**src/rtl/nea_pkg.sv**
```systemverilog
// ----------------------------------------------------------------------------
// nea_pkg
// types, constants and helpers of the icp normal equation accumulator
// ----------------------------------------------------------------------------
`timescale 1ns / 1ps

package nea_pkg;

  localparam int unsigned NumHess    = 21;
  localparam int unsigned NumEntries = 27;
  localparam logic [16:0] OneQ16     = 17'h10000;
  localparam logic [4:0]  LastEntryIdx = 5'(NumEntries - 1);

  typedef enum logic {
    REG_LAMBDA    = 1'b0,
    REG_THRESHOLD = 1'b1
  } reg_idx_e;

  typedef enum logic [2:0] {
    ST_IDLE,
    ST_NORM,
    ST_HUBER,
    ST_SQRT,
    ST_DIV,
    ST_WEIGHT,
    ST_ENTRY,
    ST_EMIT
  } back_state_e;

  typedef struct packed {
    logic signed [31:0] src_x;
    logic signed [31:0] src_y;
    logic signed [31:0] src_z;
    logic signed [31:0] tgt_x;
    logic signed [31:0] tgt_y;
    logic signed [31:0] tgt_z;
    logic               pair_kind;
    logic               last_pair;
  } in_pair_t;

  typedef struct packed {
    logic [4:0]         entry_index;
    logic signed [63:0] entry_value;
    logic               last_entry;
  } out_entry_t;

  // classified item between front and back
  typedef struct packed {
    logic signed [31:0] px;
    logic signed [31:0] py;
    logic signed [31:0] pz;
    logic signed [32:0] rx;
    logic signed [32:0] ry;
    logic signed [32:0] rz;
    logic [16:0]        kind_w;
    logic               last;
  } pair_work_t;

  function automatic logic signed [32:0] r_sel(logic [1:0] row, pair_work_t w);
    logic signed [32:0] v;
    unique case (row)
      2'd0:    v = w.rx;
      2'd1:    v = w.ry;
      2'd2:    v = w.rz;
      default: v = '0;
    endcase
    return v;
  endfunction

  // jacobian element [I | skew(src)^T]
  function automatic logic signed [32:0] jac_elem(logic [1:0] row, logic [2:0] col,
                                                  pair_work_t w, logic signed [32:0] one);
    logic signed [32:0] px;
    logic signed [32:0] py;
    logic signed [32:0] pz;
    logic signed [32:0] v;
    px = {w.px[31], w.px};
    py = {w.py[31], w.py};
    pz = {w.pz[31], w.pz};
    v  = '0;
    unique case (col)
      3'd0, 3'd1, 3'd2: v = (row == col[1:0]) ? one : '0;
      3'd3: v = (row == 2'd1) ? -pz : ((row == 2'd2) ? py : '0);
      3'd4: v = (row == 2'd0) ? pz : ((row == 2'd2) ? -px : '0);
      3'd5: v = (row == 2'd0) ? -py : ((row == 2'd1) ? px : '0);
      default: v = '0;
    endcase
    return v;
  endfunction

  function automatic logic signed [63:0] sat64(logic signed [85:0] v);
    logic signed [63:0] r;
    if ((&v[85:63]) || !(|v[85:63])) begin
      r = v[63:0];
    end else if (v[85]) begin
      r = {1'b1, 63'b0};
    end else begin
      r = {1'b0, {63{1'b1}}};
    end
    return r;
  endfunction

endpackage

```
**src/rtl/nea_front.sv**
```systemverilog
// ----------------------------------------------------------------------------
// nea_front
// accepts point pairs, forms residual and kind weight, two-entry queue
// ----------------------------------------------------------------------------
`timescale 1ns / 1ps

module nea_front (
  input  logic                 clk_i,
  input  logic                 rst_ni,
  input  logic                 push_i,
  input  nea_pkg::in_pair_t    pair_i,
  output logic                 full_o,
  input  logic [16:0]          lambda_i,
  output logic                 head_valid_o,
  output nea_pkg::pair_work_t  head_o,
  input  logic                 head_pop_i
);

  nea_pkg::pair_work_t work;
  nea_pkg::pair_work_t mem_q [2];
  logic                wr_ptr_q, wr_ptr_d;
  logic                rd_ptr_q, rd_ptr_d;
  logic [1:0]          cnt_q, cnt_d;
  logic [16:0]         lam;
  logic                wr_en;
  logic                rd_en;

  always_comb begin
    lam         = (lambda_i > nea_pkg::OneQ16) ? nea_pkg::OneQ16 : lambda_i;
    work.px     = pair_i.src_x;
    work.py     = pair_i.src_y;
    work.pz     = pair_i.src_z;
    work.rx     = {pair_i.tgt_x[31], pair_i.tgt_x} - {pair_i.src_x[31], pair_i.src_x};
    work.ry     = {pair_i.tgt_y[31], pair_i.tgt_y} - {pair_i.src_y[31], pair_i.src_y};
    work.rz     = {pair_i.tgt_z[31], pair_i.tgt_z} - {pair_i.src_z[31], pair_i.src_z};
    work.kind_w = pair_i.pair_kind ? lam : nea_pkg::OneQ16 - lam;
    work.last   = pair_i.last_pair;
  end

  assign full_o       = (cnt_q == 2'd2);
  assign head_valid_o = (cnt_q != 2'd0);
  assign head_o       = mem_q[rd_ptr_q];
  assign wr_en        = push_i && !full_o;
  assign rd_en        = head_pop_i && head_valid_o;

  always_comb begin
    wr_ptr_d = wr_en ? !wr_ptr_q : wr_ptr_q;
    rd_ptr_d = rd_en ? !rd_ptr_q : rd_ptr_q;
    cnt_d    = cnt_q + 2'(wr_en) - 2'(rd_en);
  end

  always_ff @(posedge clk_i or negedge rst_ni) begin
    if (!rst_ni) begin
      wr_ptr_q <= 1'b0;
      rd_ptr_q <= 1'b0;
      cnt_q    <= 2'd0;
    end else begin
      wr_ptr_q <= wr_ptr_d;
      rd_ptr_q <= rd_ptr_d;
      cnt_q    <= cnt_d;
    end
  end

  always_ff @(posedge clk_i) begin
    if (wr_en) begin
      mem_q[wr_ptr_q] <= work;
    end
  end

endmodule

```
**config.mk**
```make
export PLATFORM = sky130hd
export DESIGN_NAME = nea_front
export DESIGN_NICKNAME = d
export VERILOG_FILES = /design/src/rtl/nea_pkg.sv /design/src/rtl/nea_front.sv
export SDC_FILE = /design/constraint.sdc
export NUM_CORES = 1
export LEC_CHECK = 0
export BUFFER_PORTS_ARGS = -buffer_cell sky130_fd_sc_hd__buf_2
export CAP_MARGIN = 20
export CORE_UTILIZATION = 31
export DETAILED_ROUTE_END_ITERATION = 12
export GPL_ROUTABILITY_DRIVEN = 0
export SLEW_MARGIN = 20
export SYNTH_ARGS = -nofsm -noshare
export SYNTH_HDL_FRONTEND = slang
export SYNTH_SLANG_ARGS = --single-unit
```
**constraint.sdc**
```tcl
create_clock -name clk_i -period 11.8 [get_ports clk_i]
set_input_delay 1.18 -clock clk_i [delete_from_list [all_inputs] [get_ports clk_i]]
set_output_delay 1.18 -clock clk_i [all_outputs]
set_load 0.02 [all_outputs]
```
==> results.md <==
* Run status: completed
* CTS tree: done
* Power Total at 5850 µW
* Routed wire length at 54200 µm
* Post-CTS setup buffer count at 0
* Antenna Nets Post-Route at 0
* Fin worst setup slack at 7.03 ns
* RSZ-0062 raised after global routing: false
* Synth Area in Compound Gates at 0.0979
* CTS Sinks at 430
* Layout Skew at 0.0290 ns
* Max VDD drop at 0.000144 V
* Via-per-instance ratio at 4.78
* Die footprint at 70600 µm²
* Post-Synth Adder-Cell Area at 0.0603
* # diodes at 0
* Pleak at 0.0105 µW
* Worst slew margin at 0.317
* FP Rows at 96
* Area Growth Syn to Fin at 22.2%
* Flop-to-flop setup slack at 8.45 ns
* CP Class: reg -> out
* FF-to-FF path depth at 5
* GRT overflow at 0
* Max_cap viols at 0
* Clock root buffer: clkbuf_16
* Worst-Skew Late Latency at 0.60 ns
* Largest family of logic cells by synthesized area: multiplexers
* Pwr per Cell Area at 222 nW/µm²
* Largest net degree at the start of global routing at 123
* Number of I/O port buffers at 429
* Warnings from Yosys at 0
* Io pins at 430
* Min-delay worst type: in -> async
* Final-report max-slew violation count at 0
* CTS Hold Bufs at 0
* Final instance area at 26300 µm²
* Total vias in the final route at 14400
* Max Root-Sink Buffers at 3
* Register area share after synthesis at 0.598
* CTS resizes at 0
* # setup viols final at 0
* Initial antenna violation count at 3
* Fin nets at 2362
* RR Startpoint: cnt_q[1]$_DFF_PN0_
* Syn_nets at 1928
* Fin crit period at 4.77 ns
* Die W at 266 µm
* Final Hold Fails at 0
* First-pass GRT wire length at 83000 µm
* Setup TNS at 0 ns
* Most frequent cells in the layout: buf_2, edfxtp_1, mux2_2
* Fmax at 0.209 GHz
* Clock transition at path regs at 0.05 ns
* Worst Setup SP: rd_ptr_q$_DFFE_PN0P_
* Synth Area in Simple Gates at 0.0608
* Worst Tran Pin Value at 1.02 ns
* Fin util at 0.384
* Syn Area/Cell at 13.4 µm²
* FF+latch count, synth at 430
* H-tree depth at 2
* Tot GR Track Use at 0.149
* Die Y at 266 µm
* Initial Util at 0.314
* Worst R2R End: mem_q[0][50]$_DFFE_PP_
* Router iterations before antenna repair at 5
* Layout cells sized above 1 at 0.360
* Detail Placement HPWL at 39100 µm
* Synth cell types at 74
* Post-synth EDFFs at 426
* Placed cell area at 24700 µm²
* Cts bufs inserted at 50
* DRT iter0 DRCs at 863
* Worst Path Max Fanout at 67
* Mux cell area share after synthesis at 0.112
* Setup crit end kind: output port
* WL/cell at 18.0 µm
* Syn Inst Count at 1611
* Main synth FF type: edfxtp_1
* Commonest non-fill, non-tap cell in the layout: buf_2
* Crit path required time at 10.62 ns
* Vias in the first global route at 14900
* Post-synthesis cell area at 21600 µm²
* Startpoint class of the critical path: flip-flop
* Xor/xnor share of the synthesized area at 0.0382
* Setup WS pre-CTS at 7.40 ns
* FILL cells at 6674
* Post-synth ARST share at 0.00930
* Period utilization at 0.405
* # DRC at 0
* CP arrival at 3.59 ns
* Core ar. at 68700 µm²
[cell families after synthesis]
group / count (synthesis)
AND/OR/NAND/NOR: 257
flip-flops: 430
adder cells (fa/ha/maj): 102
buffers and inverters: 187
AO/OA/AOI/OAI: 327
multiplexers: 214
XOR/XNOR: 94
[cell usage after synthesis (3+ instances only)]
cell / count / share of area
nand2b_1: 22 / 0.0064
a2111oi_0: 4 / 0.0016
nor2_1: 63 / 0.011
o21a_1: 9 / 0.0031
a311oi_1: 7 / 0.0028
nand3_1: 13 / 0.0030
o21ai_1: 5 / 0.0012
a211oi_1: 7 / 0.0024
a41oi_1: 7 / 0.0028
inv_1: 133 / 0.023
nand4_1: 14 / 0.0041
nor4_1: 5 / 0.0015
o21bai_1: 7 / 0.0024
nor2b_1: 17 / 0.0049
clkbuf_1: 50 / 0.0087
ha_1: 99 / 0.057
o31ai_1: 5 / 0.0017
a31oi_1: 25 / 0.0073
mux2_2: 213 / 0.11
xnor2_1: 58 / 0.024
and3_1: 12 / 0.0035
edfxtp_1: 426 / 0.59
dfrtp_1: 4 / 0.0046
a21o_1: 49 / 0.017
fa_1: 3 / 0.0028
o211ai_1: 9 / 0.0031
or3_1: 3 / 0.00087
and2_1: 9 / 0.0026
a211o_1: 3 / 0.0012
a21oi_1: 99 / 0.023
nand2_1: 58 / 0.010
xor2_1: 36 / 0.015
a21boi_0: 7 / 0.0024
o21ai_0: 55 / 0.013
or2_2: 10 / 0.0029
nor3_1: 18 / 0.0042
[area by class of cell]
cell class                 count  area (µm²)  area share
sequential                   430       12900       0.489
multi-input combinational    994        7960       0.302
timing repair buffer         436        2220      0.0844
clock buffer                  63        1310      0.0497
tap                          931        1160      0.0442
inverter                     133         499      0.0189
clock inverter                28         290      0.0110
[flip-flops by register name (all words and copies together), names as in the netlist]
signal    flops
rd_ptr_q      1
wr_ptr_q      1
mem_q       426
cnt_q         2
[critical path, cell delays in order (launching register included)]
cell	delay, ns
dfrtp_4	0.74
buf_4	0.67
buf_4	0.82
mux2_2	0.43
buf_2	0.17
[how the worst max path moves through the flow]
| stage | endpoint | slack (ns) | depth (start not counted) |
|---|---|---|---|
| global route | head_o[145] | 6.82 | 4 |
| floorplan | mem_q[0][0]$_DFFE_PP_ | 0.91 | 2 |
| CTS | head_o[40] | 6.94 | 4 |
| finish | head_o[50] | 7.03 | 4 |
| detailed placement | mem_q[1][50]$_DFFE_PP_ | 7.40 | 12 |
| global placement | mem_q[0][50]$_DFFE_PP_ | 7.43 | 12 |
[routing by layer]
| metal | GRT usage | routed length, µm | vias to the layer above |
|---|---|---|---|
| met5 | 0 | 19 | - |
| met4 | 0.0457 | 1310 | 4 |
| met3 | 0.0336 | 3220 | 79 |
| met2 | 0.261 | 26700 | 401 |
| met1 | 0.183 | 23000 | 7023 |
| li1 | - | - | 6912 |
[stage by stage]
stage	hold WS, ns	cells
2_1_floorplan	0.460	1611
3_3_place_gp	0.481	2924
3_5_place_dp	0.504	2924
4_1_cts	0.354	3015
5_1_grt	0.365	3015
6_report	0.407	3015
[where the power goes]
group / switching, µW / leakage [µW] / internal (µW) / total (µW)
logic: 1320 / 0.00575 / 772 / 2100
registers: 94.7 / 0.00401 / 2150 / 2250
clock network: 612 / 0.000778 / 896 / 1510
No activity file was read; power rests on OpenSTA's default activity.
